[src/hdl/utilization_batch_governor_unit_assert.svh]
// Assertion helpers used by the governor RTL.
`ifndef UTILIZATION_BATCH_GOVERNOR_UNIT_ASSERT_SVH
`define UTILIZATION_BATCH_GOVERNOR_UNIT_ASSERT_SVH

// same-cycle implication
`define UBG_ASSERT_IMPLY(lbl, clk, rst_n, ante, cons) \
    lbl: assert property (@(posedge clk) disable iff (!(rst_n)) (ante) |-> (cons)) \
        else $error("ubg assertion failed");

// next-cycle implication
`define UBG_ASSERT_NEXT(lbl, clk, rst_n, ante, cons) \
    lbl: assert property (@(posedge clk) disable iff (!(rst_n)) (ante) |=> (cons)) \
        else $error("ubg assertion failed");

`endif

[src/hdl/ubg_pkg.sv]
package ubg_pkg;

    localparam int WINDOW_LEN_DEF    = 10;
    localparam int HISTORY_LIMIT_DEF = 600;
    localparam int MIN_BATCH_DEF     = 32;

    localparam int UTIL_W  = 14;
    localparam int MEM_W   = 20;
    localparam int TEMP_W  = 12;
    localparam int BATCH_W = 16;
    localparam int WORK_W  = 8;
    localparam int COUNT_W = 10;
    localparam int CFG_IDX_W  = 3;
    localparam int CFG_DATA_W = 16;

    localparam logic [CFG_IDX_W-1:0] REG_INITIAL_BATCH    = 3'd0;
    localparam logic [CFG_IDX_W-1:0] REG_INITIAL_WORKERS  = 3'd1;
    localparam logic [CFG_IDX_W-1:0] REG_SCALE_UP_UTIL    = 3'd2;
    localparam logic [CFG_IDX_W-1:0] REG_SCALE_DOWN_UTIL  = 3'd3;
    localparam logic [CFG_IDX_W-1:0] REG_THROTTLE_TEMP    = 3'd4;
    localparam logic [CFG_IDX_W-1:0] REG_MEMORY_RESERVE   = 3'd5;
    localparam logic [CFG_IDX_W-1:0] REG_UP_HEADROOM      = 3'd6;
    localparam logic [CFG_IDX_W-1:0] REG_MAX_WORKERS      = 3'd7;

    localparam logic [BATCH_W-1:0] RST_INITIAL_BATCH   = 16'd32;
    localparam logic [WORK_W-1:0]  RST_INITIAL_WORKERS = 8'd1;
    localparam logic [UTIL_W-1:0]  RST_SCALE_UP_UTIL   = 14'd6000;
    localparam logic [UTIL_W-1:0]  RST_SCALE_DOWN_UTIL = 14'd8500;
    localparam logic [TEMP_W-1:0]  RST_THROTTLE_TEMP   = 12'd900;
    localparam logic [BATCH_W-1:0] RST_MEMORY_RESERVE  = 16'd256;
    localparam logic [BATCH_W-1:0] RST_UP_HEADROOM     = 16'd100;
    localparam logic [WORK_W-1:0]  RST_MAX_WORKERS     = 8'd8;

    typedef enum logic [1:0] {
        ACT_HOLD     = 2'd0,
        ACT_UP       = 2'd1,
        ACT_DOWN     = 2'd2,
        ACT_THROTTLE = 2'd3
    } t_action;

    typedef struct packed {
        logic busy;
        logic done;
    } t_div_stat;

endpackage

[src/hdl/ubg_ram.sv]
module ubg_ram
    import ubg_pkg::*;
#(
    parameter int WIDTH = 14,
    parameter int DEPTH = 10,
    localparam int AW = (DEPTH > 1) ? $clog2(DEPTH) : 1
) (
    input  logic             i_clk,
    input  logic             i_we,
    input  logic [AW-1:0]    i_waddr,
    input  logic [WIDTH-1:0] i_wdata,
    input  logic [AW-1:0]    i_raddr,
    output logic [WIDTH-1:0] o_rdata
);

    logic [WIDTH-1:0] r_mem [DEPTH];
    logic [WIDTH-1:0] r_rdata;

    always_ff @(posedge i_clk) begin
        if (i_we) begin
            r_mem[i_waddr] <= i_wdata;
        end
        r_rdata <= r_mem[i_raddr];
    end

    assign o_rdata = r_rdata;

endmodule

[src/hdl/ubg_div.sv]
// Restoring divider, one quotient bit per cycle.
module ubg_div
    import ubg_pkg::*;
#(
    parameter int NUM_W = 18,
    parameter int DEN_W = 4
) (
    input  logic             i_clk,
    input  logic             i_rst_n,
    input  logic             i_start,
    input  logic [NUM_W-1:0] i_num,
    input  logic [DEN_W-1:0] i_den,
    output t_div_stat        o_stat,
    output logic [NUM_W-1:0] o_quot
);

    localparam int STEP_W = $clog2(NUM_W + 1);

    logic              r_busy;
    logic              r_done;
    logic [STEP_W-1:0] r_cnt;
    logic [DEN_W-1:0]  r_rem;
    logic [DEN_W-1:0]  r_den;
    logic [NUM_W-1:0]  r_quo;

    logic [DEN_W:0]    w_rem_sh;
    logic [DEN_W:0]    w_diff;
    logic              w_ge;

    // dividend bits shift out of r_quo's top while quotient bits enter at the bottom
    always_comb begin
        w_rem_sh = {r_rem, r_quo[NUM_W-1]};
        w_diff   = w_rem_sh - {1'b0, r_den};
        w_ge     = (w_rem_sh >= {1'b0, r_den});
    end

    always_ff @(posedge i_clk) begin
        if (!i_rst_n) begin
            r_busy <= 1'b0;
            r_done <= 1'b0;
            r_cnt  <= '0;
            r_rem  <= '0;
            r_den  <= '0;
            r_quo  <= '0;
        end else begin
            r_done <= 1'b0;
            if (i_start) begin
                r_busy <= 1'b1;
                r_cnt  <= STEP_W'(NUM_W);
                r_rem  <= '0;
                r_den  <= i_den;
                r_quo  <= i_num;
            end else if (r_busy) begin
                r_rem <= w_ge ? w_diff[DEN_W-1:0] : w_rem_sh[DEN_W-1:0];
                r_quo <= {r_quo[NUM_W-2:0], w_ge};
                r_cnt <= r_cnt - 1'b1;
                if (r_cnt == STEP_W'(1)) begin
                    r_busy <= 1'b0;
                    r_done <= 1'b1;
                end
            end
        end
    end

    assign o_stat.busy = r_busy;
    assign o_stat.done = r_done;
    assign o_quot      = r_quo;

endmodule

[src/hdl/utilization_batch_governor_unit.sv]
// Utilization batch governor. Takes one telemetry word at a time and returns one
// recommendation word for it. After a word is taken, the sequencer reads the last
// n = min(samples, WINDOW_LEN) utilizations out of the window RAM one per cycle,
// forms the threshold products, then runs a bit-serial divider for the mean
// (one quotient bit per cycle, 14 + clog2(WINDOW_LEN+1) bits). The steps from one
// taken word to the next are: sum, products, divider, loading the result, taking
// the next word. A finished result waits in an output register, so the next word is
// taken while it is still unclaimed; a result that finds that register still
// occupied waits, and stalls the input, until it is claimed. Writing register 0
// or 1 restarts the window and reloads the recommendations.
`include "utilization_batch_governor_unit_assert.svh"

module utilization_batch_governor_unit
    import ubg_pkg::*;
#(
    parameter int WINDOW_LEN    = WINDOW_LEN_DEF,
    parameter int HISTORY_LIMIT = HISTORY_LIMIT_DEF,
    parameter int MIN_BATCH     = MIN_BATCH_DEF
) (
    input  logic                     i_clk,
    input  logic                     i_rst_n,
    // sample input
    input  logic                     i_valid,
    output logic                     o_stall,
    input  logic [UTIL_W-1:0]        i_utilization,
    input  logic [MEM_W-1:0]         i_memory_used_mb,
    input  logic [MEM_W-1:0]         i_memory_total_mb,
    input  logic signed [TEMP_W-1:0] i_temperature,
    input  logic [BATCH_W-1:0]       i_current_batch,
    input  logic [WORK_W-1:0]        i_current_workers,
    // result output
    output logic                     o_valid,
    input  logic                     i_stall,
    output logic [1:0]               o_action,
    output logic [BATCH_W-1:0]       o_advised_batch,
    output logic [WORK_W-1:0]        o_advised_workers,
    output logic [UTIL_W-1:0]        o_average_utilization,
    output logic [COUNT_W-1:0]       o_sample_count,
    // register writes
    input  logic                     i_cfg_valid,
    output logic                     o_cfg_ready,
    input  logic [CFG_IDX_W-1:0]     i_cfg_index,
    input  logic [CFG_DATA_W-1:0]    i_cfg_data
);

    localparam int IDX_W = (WINDOW_LEN > 1) ? $clog2(WINDOW_LEN) : 1;
    localparam int CNT_W = $clog2(WINDOW_LEN + 1);
    localparam int SUM_W = UTIL_W + CNT_W;

    typedef enum logic [2:0] {
        S_IDLE,
        S_SUM,
        S_MUL,
        S_DIV,
        S_DONE
    } t_state;

    t_state r_state;

    // configuration
    logic [BATCH_W-1:0]       r_init_batch;
    logic [WORK_W-1:0]        r_init_workers;
    logic [UTIL_W-1:0]        r_scale_up;
    logic [UTIL_W-1:0]        r_scale_down;
    logic signed [TEMP_W-1:0] r_throttle_temp;
    logic [BATCH_W-1:0]       r_reserve;
    logic [BATCH_W-1:0]       r_headroom;
    logic [WORK_W-1:0]        r_max_workers;

    // governor state
    logic [IDX_W-1:0]   r_wptr;
    logic [CNT_W-1:0]   r_fill;
    logic [COUNT_W-1:0] r_seen;
    logic [BATCH_W-1:0] r_batch_rec;
    logic [WORK_W-1:0]  r_work_rec;

    // captured sample
    logic [MEM_W-1:0]         r_used;
    logic [MEM_W-1:0]         r_total;
    logic signed [TEMP_W-1:0] r_temp;
    logic [BATCH_W-1:0]       r_cur_batch;
    logic [WORK_W-1:0]        r_cur_workers;

    // working registers
    logic [CNT_W-1:0]  r_rd_cnt;
    logic              r_rd_pend;
    logic [SUM_W-1:0]  r_sum;
    logic [SUM_W-1:0]  r_up_lim;
    logic [SUM_W-1:0]  r_dn_lim;
    logic              r_hot;
    logic              r_low_mem;
    logic              r_room;
    logic [UTIL_W-1:0] r_mean;

    // result register
    logic               r_out_valid;
    t_action            r_out_action;
    logic [BATCH_W-1:0] r_out_batch;
    logic [WORK_W-1:0]  r_out_workers;
    logic [UTIL_W-1:0]  r_out_mean;
    logic [COUNT_W-1:0] r_out_count;

    logic [CNT_W-1:0]   n_fill;
    logic [UTIL_W-1:0]  w_rdata;
    logic               w_in_take;
    logic               w_out_take;
    logic               w_out_load;
    logic               w_div_start;
    t_div_stat          w_div_stat;
    logic [SUM_W-1:0]   w_quot;

    logic signed [MEM_W:0]   w_free;
    logic signed [MEM_W+1:0] w_over;
    t_action                 w_action;
    logic [BATCH_W-1:0]      w_batch;
    logic [WORK_W-1:0]       w_workers;
    logic [BATCH_W:0]        w_grow;

    assign w_in_take   = i_valid && (r_state == S_IDLE);
    assign w_out_take  = r_out_valid && !i_stall;
    assign w_out_load  = (r_state == S_DONE) && (!r_out_valid || !i_stall);
    assign w_div_start = (r_state == S_MUL);
    assign n_fill      = (r_fill < CNT_W'(WINDOW_LEN)) ? r_fill + 1'b1 : r_fill;

    ubg_ram #(
        .WIDTH (UTIL_W),
        .DEPTH (WINDOW_LEN)
    ) u_window (
        .i_clk   (i_clk),
        .i_we    (w_in_take),
        .i_waddr (r_wptr),
        .i_wdata (i_utilization),
        .i_raddr (r_rd_cnt[IDX_W-1:0]),
        .o_rdata (w_rdata)
    );

    ubg_div #(
        .NUM_W (SUM_W),
        .DEN_W (CNT_W)
    ) u_div (
        .i_clk   (i_clk),
        .i_rst_n (i_rst_n),
        .i_start (w_div_start),
        .i_num   (r_sum),
        .i_den   (r_fill),
        .o_stat  (w_div_stat),
        .o_quot  (w_quot)
    );

    // memory tests, registered in S_MUL
    always_comb begin
        w_free = $signed({1'b0, r_total}) - $signed({1'b0, r_used});
        w_over = {w_free[MEM_W], w_free} - $signed({{(MEM_W+2-BATCH_W){1'b0}}, r_reserve});
    end

    // priority decision; the window holds at least one sample here unless register 0 or 1 was written meanwhile
    always_comb begin
        w_action  = ACT_HOLD;
        w_batch   = r_batch_rec;
        w_workers = r_work_rec;
        w_grow    = {1'b0, r_cur_batch} + {4'b0, r_cur_batch[BATCH_W-1:3]};
        if (r_hot) begin
            w_action = ACT_THROTTLE;
            w_batch  = (r_cur_batch > BATCH_W'(MIN_BATCH))
                     ? r_cur_batch - {2'b0, r_cur_batch[BATCH_W-1:2]} : BATCH_W'(MIN_BATCH);
        end else if (r_low_mem) begin
            w_action = ACT_DOWN;
            w_batch  = (r_cur_batch > BATCH_W'(MIN_BATCH))
                     ? r_cur_batch - {3'b0, r_cur_batch[BATCH_W-1:3]} : BATCH_W'(MIN_BATCH);
        end else if (r_sum < r_up_lim) begin
            if (r_room) begin
                w_action  = ACT_UP;
                w_batch   = w_grow[BATCH_W] ? {BATCH_W{1'b1}} : w_grow[BATCH_W-1:0];
                w_workers = (r_cur_workers < r_max_workers)
                          ? r_cur_workers + 1'b1 : r_max_workers;
            end
        end else if (r_sum > r_dn_lim) begin
            w_action = ACT_DOWN;
            w_batch  = (r_cur_batch > BATCH_W'(MIN_BATCH))
                     ? r_cur_batch - {4'b0, r_cur_batch[BATCH_W-1:4]} : BATCH_W'(MIN_BATCH);
        end
    end

    always_ff @(posedge i_clk) begin
        if (!i_rst_n) begin
            r_state         <= S_IDLE;
            r_init_batch    <= RST_INITIAL_BATCH;
            r_init_workers  <= RST_INITIAL_WORKERS;
            r_scale_up      <= RST_SCALE_UP_UTIL;
            r_scale_down    <= RST_SCALE_DOWN_UTIL;
            r_throttle_temp <= RST_THROTTLE_TEMP;
            r_reserve       <= RST_MEMORY_RESERVE;
            r_headroom      <= RST_UP_HEADROOM;
            r_max_workers   <= RST_MAX_WORKERS;
            r_wptr          <= '0;
            r_fill          <= '0;
            r_seen          <= '0;
            r_batch_rec     <= RST_INITIAL_BATCH;
            r_work_rec      <= RST_INITIAL_WORKERS;
            r_rd_cnt        <= '0;
            r_rd_pend       <= 1'b0;
            r_out_valid     <= 1'b0;
        end else begin
            // a new result may replace the one claimed at this edge
            if (w_out_load) begin
                r_out_valid <= 1'b1;
            end else if (w_out_take) begin
                r_out_valid <= 1'b0;
            end

            case (r_state)
                S_IDLE: begin
                    if (i_valid) begin
                        r_used        <= i_memory_used_mb;
                        r_total       <= i_memory_total_mb;
                        r_temp        <= i_temperature;
                        r_cur_batch   <= i_current_batch;
                        r_cur_workers <= i_current_workers;
                        r_wptr        <= (r_wptr == IDX_W'(WINDOW_LEN - 1)) ? '0 : r_wptr + 1'b1;
                        r_fill        <= n_fill;
                        if (r_seen < COUNT_W'(HISTORY_LIMIT)) begin
                            r_seen <= r_seen + 1'b1;
                        end
                        r_rd_cnt  <= '0;
                        r_rd_pend <= 1'b0;
                        r_sum     <= '0;
                        r_state   <= S_SUM;
                    end
                end
                S_SUM: begin
                    // window entries 0..n-1 are exactly the last n samples
                    if (r_rd_cnt < r_fill) begin
                        r_rd_cnt  <= r_rd_cnt + 1'b1;
                        r_rd_pend <= 1'b1;
                    end else begin
                        r_rd_pend <= 1'b0;
                    end
                    if (r_rd_pend) begin
                        r_sum <= r_sum + SUM_W'(w_rdata);
                    end
                    if (r_rd_cnt == r_fill && !r_rd_pend) begin
                        r_state <= S_MUL;
                    end
                end
                S_MUL: begin
                    r_up_lim  <= {{CNT_W{1'b0}}, r_scale_up} * {{UTIL_W{1'b0}}, r_fill};
                    r_dn_lim  <= {{CNT_W{1'b0}}, r_scale_down} * {{UTIL_W{1'b0}}, r_fill};
                    r_hot     <= (r_temp >= r_throttle_temp);
                    r_low_mem <= (w_free < $signed({{(MEM_W+1-BATCH_W){1'b0}}, r_reserve}));
                    r_room    <= (w_over > $signed({{(MEM_W+2-BATCH_W){1'b0}}, r_headroom}));
                    r_state   <= S_DIV;
                end
                S_DIV: begin
                    if (w_div_stat.done) begin
                        r_mean  <= w_quot[UTIL_W-1:0];
                        r_state <= S_DONE;
                    end
                end
                S_DONE: begin
                    if (w_out_load) begin
                        r_batch_rec   <= w_batch;
                        r_work_rec    <= w_workers;
                        r_out_action  <= w_action;
                        r_out_batch   <= w_batch;
                        r_out_workers <= w_workers;
                        r_out_mean    <= r_mean;
                        r_out_count   <= r_seen;
                        r_state       <= S_IDLE;
                    end
                end
                default: begin
                    r_state <= S_IDLE;
                end
            endcase

            if (i_cfg_valid) begin
                case (i_cfg_index)
                    REG_INITIAL_BATCH: begin
                        r_init_batch <= i_cfg_data;
                        r_batch_rec  <= i_cfg_data;
                        r_work_rec   <= r_init_workers;
                        r_wptr       <= '0;
                        r_fill       <= '0;
                        r_seen       <= '0;
                    end
                    REG_INITIAL_WORKERS: begin
                        r_init_workers <= i_cfg_data[WORK_W-1:0];
                        r_batch_rec    <= r_init_batch;
                        r_work_rec     <= i_cfg_data[WORK_W-1:0];
                        r_wptr         <= '0;
                        r_fill         <= '0;
                        r_seen         <= '0;
                    end
                    REG_SCALE_UP_UTIL:   r_scale_up      <= i_cfg_data[UTIL_W-1:0];
                    REG_SCALE_DOWN_UTIL: r_scale_down    <= i_cfg_data[UTIL_W-1:0];
                    REG_THROTTLE_TEMP:   r_throttle_temp <= i_cfg_data[TEMP_W-1:0];
                    REG_MEMORY_RESERVE:  r_reserve       <= i_cfg_data;
                    REG_UP_HEADROOM:     r_headroom      <= i_cfg_data;
                    REG_MAX_WORKERS:     r_max_workers   <= i_cfg_data[WORK_W-1:0];
                    default: begin
                    end
                endcase
            end
        end
    end

    assign o_stall               = (r_state != S_IDLE);
    assign o_valid               = r_out_valid;
    assign o_action              = r_out_action;
    assign o_advised_batch       = r_out_batch;
    assign o_advised_workers     = r_out_workers;
    assign o_average_utilization = r_out_mean;
    assign o_sample_count        = r_out_count;
    assign o_cfg_ready           = 1'b1;

    // a taken word keeps the sequencer busy on the next cycle
    `UBG_ASSERT_NEXT(a_take_busy, i_clk, i_rst_n, w_in_take, o_stall)
    `UBG_ASSERT_IMPLY(a_fill_bound, i_clk, i_rst_n, 1'b1, r_fill <= CNT_W'(WINDOW_LEN))
    // divider finishes only while the sequencer waits for it
    `UBG_ASSERT_IMPLY(a_div_owner, i_clk, i_rst_n, w_div_stat.done, r_state == S_DIV)

endmodule

[config.mk]
export PLATFORM = sky130hd
export DESIGN_NAME = utilization_batch_governor_unit
export DESIGN_NICKNAME = d
export VERILOG_FILES = /design/src/hdl/ubg_pkg.sv /design/src/hdl/ubg_ram.sv /design/src/hdl/ubg_div.sv /design/src/hdl/utilization_batch_governor_unit.sv
export VERILOG_INCLUDE_DIRS = /design/src /design/src/hdl
export SDC_FILE = /design/constraint.sdc
export NUM_CORES = 1
export LEC_CHECK = 0
export ABC_AREA = 1
export BUFFER_PORTS_ARGS = -buffer_cell sky130_fd_sc_hd__buf_4
export CAP_MARGIN = 20
export CORE_MARGIN = 1
export CORE_UTILIZATION = 45
export DETAILED_ROUTE_END_ITERATION = 10
export GPL_ROUTABILITY_DRIVEN = 1
export SKIP_CTS_REPAIR_TIMING = 1
export SLEW_MARGIN = 20
export SYNTH_ARGS = -nofsm -noshare
export SYNTH_HDL_FRONTEND = slang
export SYNTH_SLANG_ARGS = --single-unit
[constraint.sdc]
create_clock -name i_clk -period 5.77 [get_ports i_clk]
set_input_delay 0.2885 -clock i_clk [delete_from_list [all_inputs] [get_ports i_clk]]
set_output_delay 0.2885 -clock i_clk [all_outputs]
set_load 0.02 [all_outputs]
==> flow_summary.yaml <==
worst_setup_path:
  path_max_fanout: 5
  critPathLaunch: "r_total[4]"
  crit_required_ns: 6.17
  critical_path_depth: 31
  endpoint_kind: "flip-flop"
  cp_slowest_stage_delay_ns: 0.36
  start_kind: "flip-flop"
  cp_common_cell: "nand2_1"
  cp_num_buf_inv: 3
  reg2reg_from: "r_total[4]"
  crit_type: "flip-flop to flip-flop"
  ff2ff_path_depth: 31
  cp_slowest_cell: "edfxtp_1"
  cp_top_family: "simple AND/OR/NAND/NOR gates"
  arrival_ns: 4.89
die:
  ios: 167
  fp.dieW_um: 265
  dieArea_um2: 70100
  core_area_um2: 67800
  num_rows: 95
  die_h_um: 265
  start_util_pct: 45.8
yosys:
  synth_nets: 3999
  ys_ff_latch: 539
  synth_common_cells: "nand2_1 (774), inv_1 (471), edfxtp_1 (337), a21oi_1 (317), nor2_1 (268)"
  yosysTopAreaCell: "edfxtp_1"
  synth_edf_count: 337
  synth_top_area_share_pct: 32.6
  syn_area_um2: 31000
  async_flop_share_pct: 0
  synth_area_leaders: "edfxtp_1 (33%), dfxtp_1 (13%), nand2_1 (9.4%)"
  syn_inst: 3599
  ys_warn_count: 0
  synth_most_common_cell: "nand2_1"
  synthFlopType: "edfxtp_1"
  synth_cell_types: 63
  avgSynthCellArea_um2: 8.63
  seq_area_frac_synth_pct: 45.6
sta:
  fin_setup_tns_ns: 0
  max_freq_mhz: 223
  finalCritPeriodShare_pct: 77.8
  slew_viol_final: 0
  relSlewSlack_pct: 25.8
  hold_viol_final: 1
  fin_ws_ns: 1.28
  worst_pin_slew_ns: 1.11
  fin_skew_ns: 0.0284
  setup-violations-final: 0
  grt_setup_unrepaired: "false"
  min_period_ns: 4.49
  holdWs_ns: -0.0336
clock_tree:
  numCtsBuffers: 57
  ctsLongestPathBuffers: 3
  cts-root-buf: "clkbuf_16"
  cts_tree: "done"
  path_clk_slew_ns: 0.06
  clkLatencyLatePin_ns: 0.65
  htree_num_levels: 2
  clock_sinks: 539
min_path:
  hold_class: "input port to flip-flop"
  min_from: "i_stall"
  hold_depth: 3
drt:
  totalWireLength_um: 85500
  wl_per_cell_um: 17.9
  final_antenna_net_count: 0
  viasPerCell: 5.28
  drc: 0
  dr.first_iter.drc_count: 1713
  num_vias: 25200
  drt-pass1-iter-count: 5
finish:
  stdcell_count: 4773
  synthToLayoutAreaGrowth_pct: 16.9
  diodes: 0
  layout-drive-gt1-share_pct: 9.23
  nets: 4251
run_status:
  violations: "hold timing"
  status: "finished, violations left"
pwr:
  peakVddDrop_uv: 210
  power_density_nw_per_um2: 303
  leakagePower_nw: 16.1
global_route:
  antenna_found_initial: 3
  grt_start_max_net_pins: 86
  grt_pass1_vias: 23900
  grt_overflow_total: 0
  grt_pass1_wl_um: 133000
  grtUsageTotal_pct: 24.1
placement:
  portBuffers: 165
  gp_congestion: 0.937
  post-place-cells: 4565
  pre_cts_slack_ns: 1.35
  dp_hpwl_um: 61300
flow_run:
  maxCapViolCount: 0
[state kept, by name, indices dropped and copies added, names as in the netlist, 10 cells and up]
register,count
u_window.r_mem,140
r_total,20
r_used,20
r_dn_lim,18
r_sum,18
r_up_lim,18
u_div.o_quot,18
o_advised_batch,16
r_batch_rec,16
r_cur_batch,16
r_headroom,16
r_init_batch,16
r_reserve,16
o_average_utilization,14
r_mean,14
r_scale_down,14
r_scale_up,14
u_window.o_rdata,14
r_temp,12
r_throttle_temp,12
o_sample_count,10
r_seen,10
[power by group]
part | switching (W) | internal, W | leakage (nW)
logic | 0.00164 | 0.000936 | 10.4
registers | 0.000176 | 0.00434 | 4.73
clock network | 0.00167 | 0.00226 | 0.992
total | 0.00348 | 0.00754 | 16.1
[worst reg2reg max path: cells and delay by family (launching register included)]
family,cells,cell delay (ns)
buffers and inverters,3,0.16
and+or+nand+nor,16,1.27
AOI/OAI and AO/OA,7,1.12
DFF,1,0.36
adders and majority gates,3,0.99
xor gates and xnor gates,2,0.33
[per-stage QoR]
stage               util (%)  instance area [µm²]  total power, W  hold WS [ns]
finish                  53.6                36300          0.0110       -0.0336
floorplan                  -                31000         0.00635         0.387
global route            53.6                36300          0.0116      0.000692
global placement        49.1                33300         0.00709         0.410
CTS                     52.1                35300          0.0110        -0.215
detailed placement      49.1                33300         0.00710         0.405
[worst paths after layout]
check | slack [ns] | endpoint
max | 1.28 | r_room
min reg2reg | 0.42 | o_average_utilization[13]
min | -0.03 | o_valid
max reg2reg | 1.28 | r_room
[final cells by class]
type | count | area [µm²]
sequential | 539 | 14200
timing repair buffer | 296 | 2470
clock inverter | 35 | 425
fill | 6327 | 31400
clock buffer | 73 | 1600
inverter | 497 | 1870
multi-input combinational | 2460 | 14700
tap | 873 | 1090
[cells in the final DEF, fill, tap and decap left out, types with 39 or more instances in the layout]
master | synthesis | routed
nand2_1 | 774 | 774
inv_1 | 471 | 470
edfxtp_1 | 337 | 337
a21oi_1 | 317 | 317
nor2_1 | 268 | 255
ha_1 | 230 | 230
o21ai_0 | 208 | 208
dfxtp_1 | 202 | 201
buf_4 | 4 | 196
nand3_1 | 171 | 171
dlygate4sd3_1 | 0 | 100
clkbuf_16 | 0 | 60
fa_1 | 56 | 56
xor2_1 | 47 | 47
nand4_1 | 39 | 39
[routing by layer]
metal / vias to the layer above / GRT usage [%] / wire length [µm]
met5: - / 0 / 14
met2: 591 / 39.8 / 39900
met1: 11800 / 32.2 / 38200
met3: 133 / 3.43 / 4370
met4: 4 / 8.56 / 2890
li1: 12600 / - / -
[logic make-up (layout without fill, tap and decap cells)]
kind of cell	count (synthesis)	after routing	share of synthesized area, %
flip-flops	539	539	45.6
other	1	1	0.0121
AND/OR/NAND/NOR	1338	1338	18.0
XOR/XNOR	82	82	2.34
AO/OA/AOI/OAI	735	735	13.2
adder cells (fa/ha/maj)	286	286	12.9
multiplexers	18	18	0.580
buffers and inverters	600	901	7.39
No activity file was read; power rests on OpenSTA's default activity.
